`src/hdl/amre_pkg.sv`:
```
package amre_pkg;

  // Input beat: one affine matrix
  typedef struct packed {
    logic signed [31:0] scale_x;
    logic signed [31:0] scale_y;
    logic signed [31:0] skew_0;
    logic signed [31:0] skew_1;
    logic signed [31:0] move_x;
    logic signed [31:0] move_y;
  } matrix_t;

  // Output beat: one byte of the packed record
  typedef struct packed {
    logic [7:0] packed_byte;
    logic       last_byte;
  } record_t;

  localparam logic [31:0] ONE_FIXED   = 32'h0001_0000;
  localparam logic [4:0]  WIDTH_CLAMP = 5'd31;
  localparam int unsigned WIDTH_BITS  = 5;
  localparam int unsigned PC_W        = 4;
  localparam int unsigned ACC_W       = 40;
  localparam int unsigned CNT_W       = 6;
  localparam logic [CNT_W-1:0] CNT_MAX = 6'd38;

  // Micro-operations of the datapath
  typedef enum logic [2:0] {
    OP_NOP   = 3'd0,
    OP_FLAG  = 3'd1,
    OP_WIDTH = 3'd2,
    OP_VAL_A = 3'd3,
    OP_VAL_B = 3'd4
  } op_t;

  // Operand pair select
  typedef enum logic [1:0] {
    SEL_SCALE = 2'd0,
    SEL_ROT   = 2'd1,
    SEL_MOVE  = 2'd2
  } sel_t;

  // Jump conditions
  typedef enum logic [1:0] {
    JC_NONE = 2'd0,
    JC_SKIP = 2'd1,
    JC_ZERO = 2'd2
  } jc_t;

  typedef struct packed {
    op_t             op;
    sel_t            sel;
    jc_t             jc;
    logic [PC_W-1:0] target;
  } uword_t;

  localparam logic [PC_W-1:0] PC_START = 4'd0;
  localparam logic [PC_W-1:0] PC_ROT   = 4'd4;
  localparam logic [PC_W-1:0] PC_MOVE  = 4'd8;
  localparam logic [PC_W-1:0] PC_DONE  = 4'd11;

  // Control store: scale part, rotate part, translate part
  function automatic uword_t ucode(input logic [PC_W-1:0] pc);
    uword_t w;
    unique case (pc)
      4'd0:    w = '{op: OP_FLAG,  sel: SEL_SCALE, jc: JC_SKIP, target: PC_ROT};
      4'd1:    w = '{op: OP_WIDTH, sel: SEL_SCALE, jc: JC_NONE, target: PC_START};
      4'd2:    w = '{op: OP_VAL_A, sel: SEL_SCALE, jc: JC_NONE, target: PC_START};
      4'd3:    w = '{op: OP_VAL_B, sel: SEL_SCALE, jc: JC_NONE, target: PC_START};
      4'd4:    w = '{op: OP_FLAG,  sel: SEL_ROT,   jc: JC_SKIP, target: PC_MOVE};
      4'd5:    w = '{op: OP_WIDTH, sel: SEL_ROT,   jc: JC_NONE, target: PC_START};
      4'd6:    w = '{op: OP_VAL_A, sel: SEL_ROT,   jc: JC_NONE, target: PC_START};
      4'd7:    w = '{op: OP_VAL_B, sel: SEL_ROT,   jc: JC_NONE, target: PC_START};
      4'd8:    w = '{op: OP_WIDTH, sel: SEL_MOVE,  jc: JC_ZERO, target: PC_DONE};
      4'd9:    w = '{op: OP_VAL_A, sel: SEL_MOVE,  jc: JC_NONE, target: PC_START};
      4'd10:   w = '{op: OP_VAL_B, sel: SEL_MOVE,  jc: JC_NONE, target: PC_START};
      default: w = '{op: OP_NOP,   sel: SEL_MOVE,  jc: JC_NONE, target: PC_DONE};
    endcase
    return w;
  endfunction

  // Smallest two's-complement width of one value, 0 for zero
  function automatic logic [5:0] signed_width(input logic [31:0] u);
    logic [31:0] m;
    logic [5:0]  w;
    m = u[31] ? ~u : u;
    w = 6'd1;
    for (int i = 0; i < 32; i++) begin
      if (m[i]) w = 6'(i + 2);
    end
    if (u == 32'd0) w = 6'd0;
    return w;
  endfunction

  // Width of a pair, clamped
  function automatic logic [4:0] pair_width(input logic [31:0] a, input logic [31:0] b);
    logic [5:0] wa;
    logic [5:0] wb;
    logic [5:0] w;
    wa = signed_width(a);
    wb = signed_width(b);
    w  = (wa > wb) ? wa : wb;
    return (w > {1'b0, WIDTH_CLAMP}) ? WIDTH_CLAMP : w[4:0];
  endfunction

endpackage

```
`src/hdl/affine_matrix_record_encoder_unit.sv`:
```
// The microcode sequencer runs up to 11 field steps per matrix and the byte drain sends one
// byte per cycle while the output is not stalled, a step running in any cycle that leaves
// fewer than 8 bits buffered. The next matrix is taken the cycle after the last byte is
// loaded into the output register.
// Reset (rst, synchronous, active high) clears the sequencer, bit count and output valid.
module affine_matrix_record_encoder_unit #(
  parameter int unsigned VALUE_BITS = 32
) (
  input  logic               clk,
  input  logic               rst,
  input  logic               matrix_valid,
  output logic               matrix_stall,
  input  amre_pkg::matrix_t  matrix,
  output logic               record_valid,
  input  logic               record_stall,
  output amre_pkg::record_t  record
);

  localparam int unsigned SHIFT = 32 - VALUE_BITS;

  function automatic logic [31:0] sext(input logic [31:0] raw);
    logic signed [31:0] t;
    t = $signed(raw << SHIFT);
    return 32'(t >>> SHIFT);
  endfunction

  logic                             busy;
  logic [amre_pkg::PC_W-1:0]        pc;
  logic [amre_pkg::CNT_W-1:0]       cnt;
  logic [amre_pkg::ACC_W-1:0]       acc;
  logic [4:0]                       width;
  logic [31:0]                      sx, sy, r0, r1, tx, ty;

  amre_pkg::uword_t                 uw;
  logic [31:0]                      opa, opb;
  logic                             skip;
  logic [4:0]                       pw;
  logic                             done;
  logic                             take;
  logic                             byte_avail;
  logic                             emit;
  logic                             emit_last;
  logic [7:0]                       emit_byte;
  logic [amre_pkg::ACC_W+7:0]       drain;
  logic [amre_pkg::CNT_W-1:0]       cnt_after;
  logic                             step_go;
  logic [amre_pkg::CNT_W-1:0]       n;
  logic [31:0]                      bits;
  logic                             taken;
  logic [amre_pkg::PC_W-1:0]        pc_next;
  logic [amre_pkg::CNT_W-1:0]       cnt_next;

  assign matrix_stall = busy || rst;
  assign take         = matrix_valid && !matrix_stall;
  assign done         = (pc == amre_pkg::PC_DONE);
  assign uw           = amre_pkg::ucode(pc);

  // Select the operand pair for this step
  always_comb begin
    case (uw.sel)
      amre_pkg::SEL_SCALE: begin opa = sx; opb = sy; end
      amre_pkg::SEL_ROT:   begin opa = r0; opb = r1; end
      default:             begin opa = tx; opb = ty; end
    endcase
  end

  assign skip = (uw.sel == amre_pkg::SEL_SCALE)
              ? (opa == amre_pkg::ONE_FIXED && opb == amre_pkg::ONE_FIXED)
              : (opa == 32'd0 && opb == 32'd0);
  assign pw   = amre_pkg::pair_width(opa, opb);

  // Drain: oldest buffered bits on top, zero pad below
  assign drain      = {acc, 8'h00} >> cnt;
  assign emit_byte  = drain[7:0];
  assign byte_avail = busy && ((cnt >= 6'd8) || (done && cnt != '0));
  assign emit       = byte_avail && (!record_valid || !record_stall);
  assign emit_last  = done && (cnt <= 6'd8);
  assign cnt_after  = emit ? (emit_last ? '0 : cnt - 6'd8) : cnt;
  assign step_go    = busy && !done && (cnt_after < 6'd8);

  // Decode the control word into a bit field to append
  always_comb begin
    n     = '0;
    bits  = '0;
    taken = 1'b0;
    case (uw.op)
      amre_pkg::OP_FLAG: begin
        n     = 6'd1;
        bits  = {31'd0, ~skip};
        taken = (uw.jc == amre_pkg::JC_SKIP) && skip;
      end
      amre_pkg::OP_WIDTH: begin
        n     = 6'(amre_pkg::WIDTH_BITS);
        bits  = {27'd0, pw};
        taken = (uw.jc == amre_pkg::JC_ZERO) && (pw == 5'd0);
      end
      amre_pkg::OP_VAL_A: begin
        n    = {1'b0, width};
        bits = opa & ~(32'hFFFF_FFFF << width);
      end
      amre_pkg::OP_VAL_B: begin
        n    = {1'b0, width};
        bits = opb & ~(32'hFFFF_FFFF << width);
      end
      default: begin
        n = '0;
      end
    endcase
  end

  assign pc_next  = taken ? uw.target : pc + 4'd1;
  assign cnt_next = step_go ? cnt_after + n : cnt_after;

  // Sequencer control
  always_ff @(posedge clk) begin
    if (rst) begin
      busy <= 1'b0;
      pc   <= amre_pkg::PC_START;
      cnt  <= '0;
    end else if (take) begin
      busy <= 1'b1;
      pc   <= amre_pkg::PC_START;
      cnt  <= '0;
    end else begin
      cnt <= cnt_next;
      if (step_go) pc <= pc_next;
      if (emit && emit_last) busy <= 1'b0;
    end
  end

  // Operand registers, width register and bit accumulator
  always_ff @(posedge clk) begin
    if (take) begin
      sx <= sext(matrix.scale_x);
      sy <= sext(matrix.scale_y);
      r0 <= sext(matrix.skew_0);
      r1 <= sext(matrix.skew_1);
      tx <= sext(matrix.move_x);
      ty <= sext(matrix.move_y);
    end
    if (step_go) begin
      acc <= (acc << n) | {8'd0, bits};
      if (uw.op == amre_pkg::OP_WIDTH) width <= pw;
    end
  end

  // Output register: load a byte, drop valid once taken
  always_ff @(posedge clk) begin
    if (rst) begin
      record_valid <= 1'b0;
    end else if (emit) begin
      record_valid <= 1'b1;
    end else if (!record_stall) begin
      record_valid <= 1'b0;
    end
  end

  always_ff @(posedge clk) begin
    if (emit) begin
      record.packed_byte <= emit_byte;
      record.last_byte   <= emit_last;
    end
  end

  a_cnt_bound: assert property (@(posedge clk) disable iff (rst) cnt <= amre_pkg::CNT_MAX)
    else $error("bit buffer overfilled");

  a_idle_empty: assert property (@(posedge clk) disable iff (rst) !busy |-> cnt == '0)
    else $error("bits left over when idle");

  a_last_frees: assert property (@(posedge clk) disable iff (rst)
    emit && emit_last |=> !busy && record_valid && record.last_byte)
    else $error("last byte did not end the record");

  a_start: assert property (@(posedge clk) disable iff (rst)
    take |=> busy && pc == amre_pkg::PC_START && cnt == '0)
    else $error("record did not start at the first step");

endmodule

```
`config.mk`:
```
export PLATFORM = sky130hd
export DESIGN_NAME = affine_matrix_record_encoder_unit
export DESIGN_NICKNAME = d
export VERILOG_FILES = /design/src/hdl/amre_pkg.sv /design/src/hdl/affine_matrix_record_encoder_unit.sv
export SDC_FILE = /design/constraint.sdc
export NUM_CORES = 1
export LEC_CHECK = 0
export BUFFER_PORTS_ARGS = -buffer_cell sky130_fd_sc_hd__buf_2
export CAP_MARGIN = 10
export CORE_ASPECT_RATIO = 0.9
export CORE_MARGIN = 1.5
export CORE_UTILIZATION = 59
export DETAILED_ROUTE_END_ITERATION = 10
export PLACE_DENSITY = 0.82
export SYNTH_ARGS = -nofsm -noshare
export SYNTH_HDL_FRONTEND = slang
export SYNTH_SLANG_ARGS = --single-unit
```
`constraint.sdc`:
```
create_clock -name clk -period 17.9 [get_ports clk]
set_input_delay 3.58 -clock clk [delete_from_list [all_inputs] [get_ports clk]]
set_output_delay 3.58 -clock clk [all_outputs]
set_load 0.02 [all_outputs]
```
==> results.toml, run 1 <==
[outcome]
outcome = "completed"

[clock_tree]
clk_path_buf_depth = 3
cts-root-buf = "clkbuf_16"
cts_setup_buffers = 0
cts_max_level = 1
path_clk_slew_ns = 0.06
clock_latency_ns = 0.60
cts_buffers = 28
cts_tree = "done"
holdBufCountCts = 0
clock-sinks = 268
postCtsResizedCells = 0

[hold_path]
hp-start = "record_valid$_SDFFE_PP0P_"
whs_path_depth = 2
hp-class = "reg2reg"

[final_layout]
drive_gt1_share_pct = 19.6
finish.utilization_pct = 67.4
layout_common_cells = "edfxtp_1 (246), mux2i_1 (208), buf_2 (206), nand2_1 (191), a21oi_1 (93)"
synthToLayoutAreaGrowth_pct = 12.4
mostFrequentLayoutCell = "edfxtp_1"
fin_cells = 2135
fin_nets = 1967

[worst_setup_path]
cp_slowest_cell = "or2_2"
cp_common_cell = "buf_2"
cp_top_family = "simple AND/OR/NAND/NOR gates"
cp.required_ns = 14.32
critPathMaxStageDelay_ns = 0.32
critPathKind = "in2out"
cp.arrival_ns = 4.19
path_depth = 3
crit_buf_inv = 2
r2r-start = "uw[6]$_SDFF_PN0_"
crit_chain = "buf_2 -> or2_2 -> buf_2"
startpoint = "rst"
crit_fanout = 4
r2r_cells = 27
worstSetupStartpointType = "primary input"
end_kind = "primary output"

[floorplanning]
rows = 58
die_w_um = 181
start_util_pct = 60.0
pin_count = 207
die-area_um2 = 29400
core_um2 = 27900
die_y_um = 163

[timing]
fin_crit_sh_pct = 43.4
setup_violations = 0
rsz0062_at_grt = "false"
setup_tns_ns = 0
skew_ns = 0.0554
finalHoldViolCount = 0
slew_violations = 0
max_freq_mhz = 129
worst_pin_slew_ns = 1.07
period_minus_slack_ns = 7.77
max_slew_margin_pct = 28.6

[routing]
drt_iter0_drc = 1743
avgRoutedWirePerCell_um = 23.1
wl_um = 49300
vias_per_cell = 6.54
via_count = 14000
drc = 0
ant_nets = 0
drt_pass1_iterations = 5

[grt]
grt_pass1_vias = 13500
antenna_found_initial = 4
grt_max_degree = 85
grt_pass1_wl_um = 75700
grt_overflow = 0
grt_use_total_pct = 33.5

[placed_design]
dp_hpwl_um = 37100
dp_cells = 2081
routabilityCongestion = 1.02
numPortBuffers = 206

[synthesis]
ys_types = 98
syn-cell-area_um2 = 16800
ys_ff_latch = 268
synth_seq_area_share_pct = 46.7
async_flop_share_pct = 0
synth_ff_type = "edfxtp_1"
syn_avg_cell_area_um2 = 10.5
synth_cells = 1592
synth_edf_count = 246
synth_fp_nets = 1808
yosysWarnings = 0

[pwr]
ir_worst_vdd_uv = 107
power_density_nw_per_um2 = 99.0
power.total_mw = 1.86
leakage_nw = 6.91

[run]
cap_violations = 0
## cell families after synthesis
| kind of cell | synth area share [%] |
|---|---|
| XOR/XNOR | 0.157 |
| multiplexers | 16.4 |
| flip-flops | 46.7 |
| buffers and inverters | 3.52 |
| adder cells (fa/ha/maj) | 1.54 |
| AO/OA/AOI/OAI | 18.5 |
| AND/OR/NAND/NOR | 13.1 |
## where the power goes
group          internal (mW)  switching (mW)
Combinational          0.182           0.303
Clock                  0.332           0.248
Sequential             0.755          0.0420
Total                   1.27           0.593
## per-stage QoR
step	setup slack, ns	hold WS, ns	instance area [um^2]
floorplan	3.58	0.477	16800
global placement	10.15	0.478	17900
detailed placement	10.12	0.489	17900
CTS	10.12	0.498	18800
global route	9.65	0.523	18800
finish	10.13	0.501	18800
## cell type report
cell class / instances / area, um^2
fillers: 2161 / 9110
multi-input cells: 1202 / 8360
flip-flops and latches: 268 / 7840
repair buffers: 224 / 1170
clock buffers: 34 / 723
well taps: 360 / 450
clock inverters: 18 / 191
inverters: 27 / 101
diodes: 2 / 5.00
## synth_stat cells (18+ instances only)
| cell type | instances | area, um^2 |
|---|---|---|
| o21ai_0 | 89 | 445 |
| dfxtp_1 | 22 | 440 |
| nor2_1 | 93 | 349 |
| o21ai_1 | 27 | 135 |
| mux2_2 | 28 | 315 |
| mux2i_1 | 208 | 2080 |
| a21oi_1 | 93 | 465 |
| nor3_1 | 24 | 120 |
| edfxtp_1 | 246 | 7390 |
| o22ai_1 | 25 | 156 |
| clkbuf_1 | 57 | 214 |
| ha_1 | 19 | 238 |
| nand3_1 | 42 | 210 |
| nand2_1 | 191 | 717 |
| a31oi_1 | 18 | 113 |
| inv_1 | 22 | 82.6 |
| o21a_1 | 48 | 360 |
## registers in the layout (all words and copies together), names as in the netlist, 4 cells and up
name    cells
r1         32
sy         32
sx         32
uw         10
tx         32
width       5
record      9
pc          4
cnt         6
ty         32
r0         32
acc        40
## tightest hold or removal path, delay by kind of cell (launching register included)
kind / cells / cell delay [ns]
AO/OA/AOI/OAI: 1 / 0.06
flip-flops: 1 / 0.30
AND/OR/NAND/NOR: 1 / 0.09
## routing by layer
metal	vias to the layer above	global-route usage, %	share of wire (%)
li1	6473	-	-
met1	6645	46.1	43
met2	729	52.6	45
met3	111	8.77	10
met4	4	9.32	2.7
met5	-	0	0.053
## path summary, 6_finish.rpt
check                              endpoint  slack, ns
setup / recovery               matrix_stall      10.13
hold / removal    record_valid$_SDFFE_PP0P_       0.50
hold reg to reg   record_valid$_SDFFE_PP0P_       0.50
setup reg to reg             uw[10]$_DFF_P_      10.24
(Power assumes the default switching activity.)
==> inputs of run 2 (changes only) <==
- ABC_AREA: default -> 1
- clock period: 17.9 -> 8 ns (I/O delays scaled with it)
==> results.toml, run 2 <==
[final_layout]
nFillCells = 2138
drive_gt1_share_pct = 15.3
finish.utilization_pct = 68.5
stdcell_area_um2 = 18000
layout_common_cells = "nand2_1 (499), edfxtp_1 (246), o21ai_0 (227), buf_2 (206), inv_1 (198)"
top_register = "acc"
largest_register_ffs = 40
fin_cells = 2415
mostFrequentLayoutCell = "nand2_1"
fin_nets = 2260
synthToLayoutAreaGrowth_pct = 13.1

[synthesis]
syn-cell-area_um2 = 15900
synth_most_common_cell = "nand2_1"
synth_area_leaders = "edfxtp_1 (46%), nand2_1 (12%), o21ai_0 (7.1%), inv_1 (4.7%), xor2_1 (3.4%)"
synth_edf_count = 246
ys_ff_latch = 268
synth_ff_type = "edfxtp_1"
synth_fp_nets = 2094
syn_avg_cell_area_um2 = 8.47
yosysWarnings = 0
synth_cells = 1878
synthTopCellsByCount = "nand2_1 (500), edfxtp_1 (246), o21ai_0 (227), inv_1 (198), nor2_1 (131)"
synth.largest_area_cell = "edfxtp_1"
ys_types = 62
synth_seq_area_share_pct = 49.2
synthDominantCellAreaShare_pct = 46.4
async_flop_share_pct = 0

[pwr]
power_density_nw_per_um2 = 200
clockPowerShare_pct = 34.0
switching_share_pct = 29.9
ir_worst_vdd_uv = 219
pwr-share-seq_pct = 46.3
power.net_switching_mw = 1.08
p_int_mw = 2.53
pwr-share-comb_pct = 19.7
leakage_nw = 7.55
power.total_mw = 3.60

[clock_tree]
holdBufCountCts = 0
cts_setup_buffers = 0
cts-root-buf = "clkbuf_16"
clk_path_buf_depth = 3
clock-sinks = 268
cts_max_level = 1
cts_buffers = 28
path_clk_slew_ns = 0.06
postCtsResizedCells = 0
cts_tree = "done"
clock_latency_ns = 0.56

[worst_setup_path]
critPathMaxStageDelay_ns = 0.58
critPathKind = "reg2reg"
crit_fanout = 63
cp.required_ns = 8.45
end_kind = "flip-flop"
cp_slowest_cell = "nand2_2"
worstSetupStartpointType = "flip-flop"
cp.arrival_ns = 7.56

[timing]
finalHoldViolCount = 0
setup_violations = 0
max_freq_mhz = 141
fin_crit_sh_pct = 88.9
period_minus_slack_ns = 7.11
hold_slack_ns = 0.504
skew_ns = 0.0152
max_slew_margin_pct = 25.0
layout_setup_ws_ns = 0.889
slew_violations = 0
setup_tns_ns = 0
worst_pin_slew_ns = 1.12
rsz0062_at_grt = "false"

[floorplanning]
pin_count = 207
start_util_pct = 60.6
die_w_um = 176
rows = 56
die-area_um2 = 28000
die_y_um = 159
core_um2 = 26300

[routing]
ant_nets = 0
wl_um = 47300
vias_per_cell = 5.92
via_count = 14300
drt_pass1_iterations = 6
drt_iter0_drc = 1782
avgRoutedWirePerCell_um = 19.6
drc = 0

[placed_design]
dp_hpwl_um = 35600
routabilityCongestion = 1.02
dp_cells = 2362
numPortBuffers = 206
pre_cts_slack_ns = 1.07
place_area_um2 = 17100

[grt]
grt_max_degree = 194
grt_pass1_wl_um = 73400
grt_pass1_vias = 13400
antenna_found_initial = 2
grt_use_total_pct = 34.0
grt_overflow = 0

[hold_path]
hp-class = "reg2reg"

[run]
cap_violations = 0

[outcome]
outcome = "completed"
run 2: cell count changes after synthesis, sizes merged, moves of 13 or more:
cell    delta
o21ai    +103
nor3      -13
nand2    +315
mux2i    -202
o21a      -39
a21oi     -58
inv      +181
o21bai    +28
nor2      +43
mux2      -31
and2      -14
o22ai     +31
xor2      +60
nand3     +18
run 2: final timing paths:
check        slack (ns)  cells after the start                        end                 startpoint
min reg2reg        0.50                      2  record_valid$_SDFFE_PP0P_  record_valid$_SDFFE_PP0P_
max reg2reg        0.89                     32              uw[3]$_DFF_P_              uw[7]$_DFF_P_
min                0.50                      2  record_valid$_SDFFE_PP0P_  record_valid$_SDFFE_PP0P_
max                0.89                     32              uw[3]$_DFF_P_              uw[7]$_DFF_P_
run 2: worst max-delay path, delay by kind of cell (launching register included):
| kind | cells | cell delay [ns] |
|---|---|---|
| AO/OA/AOI/OAI | 5 | 1.71 |
| adder cells (fa/ha/maj) | 2 | 0.57 |
| AND/OR/NAND/NOR | 18 | 2.80 |
| flip-flops | 1 | 0.40 |
| buffers and inverters | 6 | 1.26 |
| XOR/XNOR | 1 | 0.23 |
run 2: cells by family (layout without fill, tap and decap cells):
group	after synthesis	after routing	share of synthesized area, %
other	0	1	0
AND/OR/NAND/NOR	765	765	20.1
adder cells (fa/ha/maj)	20	20	1.62
flip-flops	268	268	49.2
XOR/XNOR	63	63	3.47
multiplexers	13	13	0.818
buffers and inverters	298	486	7.64
AO/OA/AOI/OAI	451	451	17.1
run 2: power by group through the flow:
stage               clock, mW  sequential (mW)  combinational [mW]
floorplan                   0             1.68               0.463
global placement            0             1.69               0.676
detailed placement          0             1.69               0.683
CTS                      1.24             1.67               0.689
global route             1.28             1.67               0.789
finish                   1.23             1.67               0.709
run 2: metal layers:
metal  up-vias  global-route usage, %  part of all wire (%)
met1      6594                   48.8                    42
met4         2                   11.0                   3.1
met5         -                      0                 0.027
met3       102                   8.86                    11
met2       809                   50.2                    43
li1       6781                      -                     -
run 2: cell type report:
cell class                 instances  area (um^2)  share of cell area, %
antenna                            1         2.50                 0.0139
clock buffer                      36          751                   4.17
clock inverter                    16          124                  0.688
inverter                         209          790                   4.39
multi-input combinational       1312         6890                   38.3
sequential                       268         7830                   43.5
tap                              348          435                   2.42
timing repair buffer             225         1190                   6.59
==> inputs of run 3 (changes only) <==
- CORE_MARGIN: 1.5 -> default
- TNS_END_PERCENT: default -> 10
==> results.toml, run 3 (same netlist as run 2, synthesis figures left out) <==
[timing]
period_minus_slack_ns = 7.23
slew_violations = 0
rsz0062_at_grt = "false"
worst_pin_slew_ns = 1.05
max_slew_margin_pct = 30.3
setup_violations = 0
skew_ns = 0.0244
setup_tns_ns = 0
fin_crit_sh_pct = 90.4
finalHoldViolCount = 0
max_freq_mhz = 138
layout_setup_ws_ns = 0.765

[clock_tree]
cts-root-buf = "clkbuf_16"
cts_tree = "done"
path_clk_slew_ns = 0.06
postCtsResizedCells = 0
clock_latency_ns = 0.58
clock-sinks = 268
cts_buffers = 28
cts_setup_buffers = 0
cts_max_level = 1
clk_path_buf_depth = 3
holdBufCountCts = 0

[routing]
avgRoutedWirePerCell_um = 19.2
drt_pass1_iterations = 7
drc = 0
drt_iter0_drc = 1945
ant_nets = 0
wl_um = 46300
via_count = 14200
vias_per_cell = 5.87

[worst_setup_path]
critPathMaxStageDelay_ns = 0.66
cp.required_ns = 8.47
cp_common_cell = "nand2_1"
worstSetupStartpointType = "flip-flop"
r2r_cells = 50
critPathKind = "reg2reg"
end_kind = "flip-flop"
cp_slowest_cell = "dfxtp_1"
cp.arrival_ns = 7.70
crit_fanout = 17

[grt]
grt_pass1_wl_um = 72000
antenna_found_initial = 1
grt_use_total_pct = 33.8
grt_overflow = 0
grt_max_degree = 183
grt_pass1_vias = 13200

[final_layout]
diodes = 0
stdcell_area_um2 = 18100
layout_common_cells = "nand2_1 (499), edfxtp_1 (246), o21ai_0 (227), buf_2 (206), inv_1 (198)"
mostFrequentLayoutCell = "nand2_1"
synthToLayoutAreaGrowth_pct = 13.6
top_register = "acc"
fin_cells = 2413
fin_nets = 2261
largest_register_ffs = 40
drive_gt1_share_pct = 15.3

[pwr]
ir_worst_vdd_uv = 193
clockPowerShare_pct = 36.0
leakage_nw = 7.58
pwr-share-comb_pct = 19.0
switching_share_pct = 28.9
p_int_mw = 2.63
power.net_switching_mw = 1.07
pwr-share-seq_pct = 45.0
power_density_nw_per_um2 = 205

[floorplanning]
core_um2 = 26300
die-area_um2 = 27600
rows = 56
pin_count = 207
start_util_pct = 60.6
die_w_um = 175
die_y_um = 158

[placed_design]
numPortBuffers = 206
pre_cts_slack_ns = 0.892
place_area_um2 = 17100
dp_cells = 2363
dp_hpwl_um = 35000
routabilityCongestion = 0.994

[hold_path]
whs_path_depth = 2
hp-class = "reg2reg"

[outcome]
outcome = "completed"

[run]
cap_violations = 0
## run 3: cell count changes in the layout (fill, tap and decap cells not counted), sizes merged
cell	delta
clkinvlp	-1
clkinv	-2
clkbuf	-2
diode	-1
bufinv	+4
inv	-1
buf	+1
## run 3: worst paths after layout
path	start	slack, ns	to
worst min-delay path	record_valid$_SDFFE_PP0P_	0.49	record_valid$_SDFFE_PP0P_
worst min register to register	record_valid$_SDFFE_PP0P_	0.49	record_valid$_SDFFE_PP0P_
worst max-delay path	uw[6]$_SDFF_PN0_	0.77	uw[3]$_DFF_P_
worst max register to register	uw[6]$_SDFF_PN0_	0.77	uw[3]$_DFF_P_
## run 3: power by group through the flow
| stage | sequential [mW] | combinational, mW | clock [mW] |
|---|---|---|---|
| 2_1_floorplan | 1.68 | 0.463 | 0 |
| 5_1_grt | 1.67 | 0.779 | 1.40 |
| 3_3_place_gp | 1.69 | 0.670 | 0 |
| 4_1_cts | 1.66 | 0.684 | 1.35 |
| 3_5_place_dp | 1.69 | 0.679 | 0 |
| 6_report | 1.67 | 0.702 | 1.33 |
## run 3: layer usage
metal,track usage [%],wire length [um]
met1,47.6,19900
met2,52.6,20200
met3,7.83,5080
met4,9.40,1180
met5,0,13
## run 3: cell type report
| cell class | instances | area (um^2) |
|---|---|---|
| fill | 2085 | 8210 |
| sequential | 268 | 7830 |
| multi-input combinational | 1312 | 6890 |
| timing repair buffer | 226 | 1190 |
| inverter | 209 | 790 |
| clock buffer | 34 | 723 |
| tap | 348 | 435 |
| clock inverter | 16 | 214 |
## run 3: worst max-delay path, delay by kind of cell, from the launching register on
family | cells | cell delay, ns
DFF | 1 | 0.66
AOI/OAI and AO/OA | 3 | 0.99
adders and majority gates | 2 | 0.56
xor gates and xnor gates | 1 | 0.21
and+or+nand+nor | 40 | 3.79
buffers and inverters | 4 | 0.88
## run 3: through the flow
step           hold WS, ns  utilization, %  power (mW)
2_1_floorplan        0.475               -        2.14
5_1_grt              0.540            68.8        3.85
6_report             0.495            68.8        3.70
3_3_place_gp         0.463            65.2        2.36
4_1_cts              0.490            68.8        3.69
3_5_place_dp         0.481            65.2        2.37
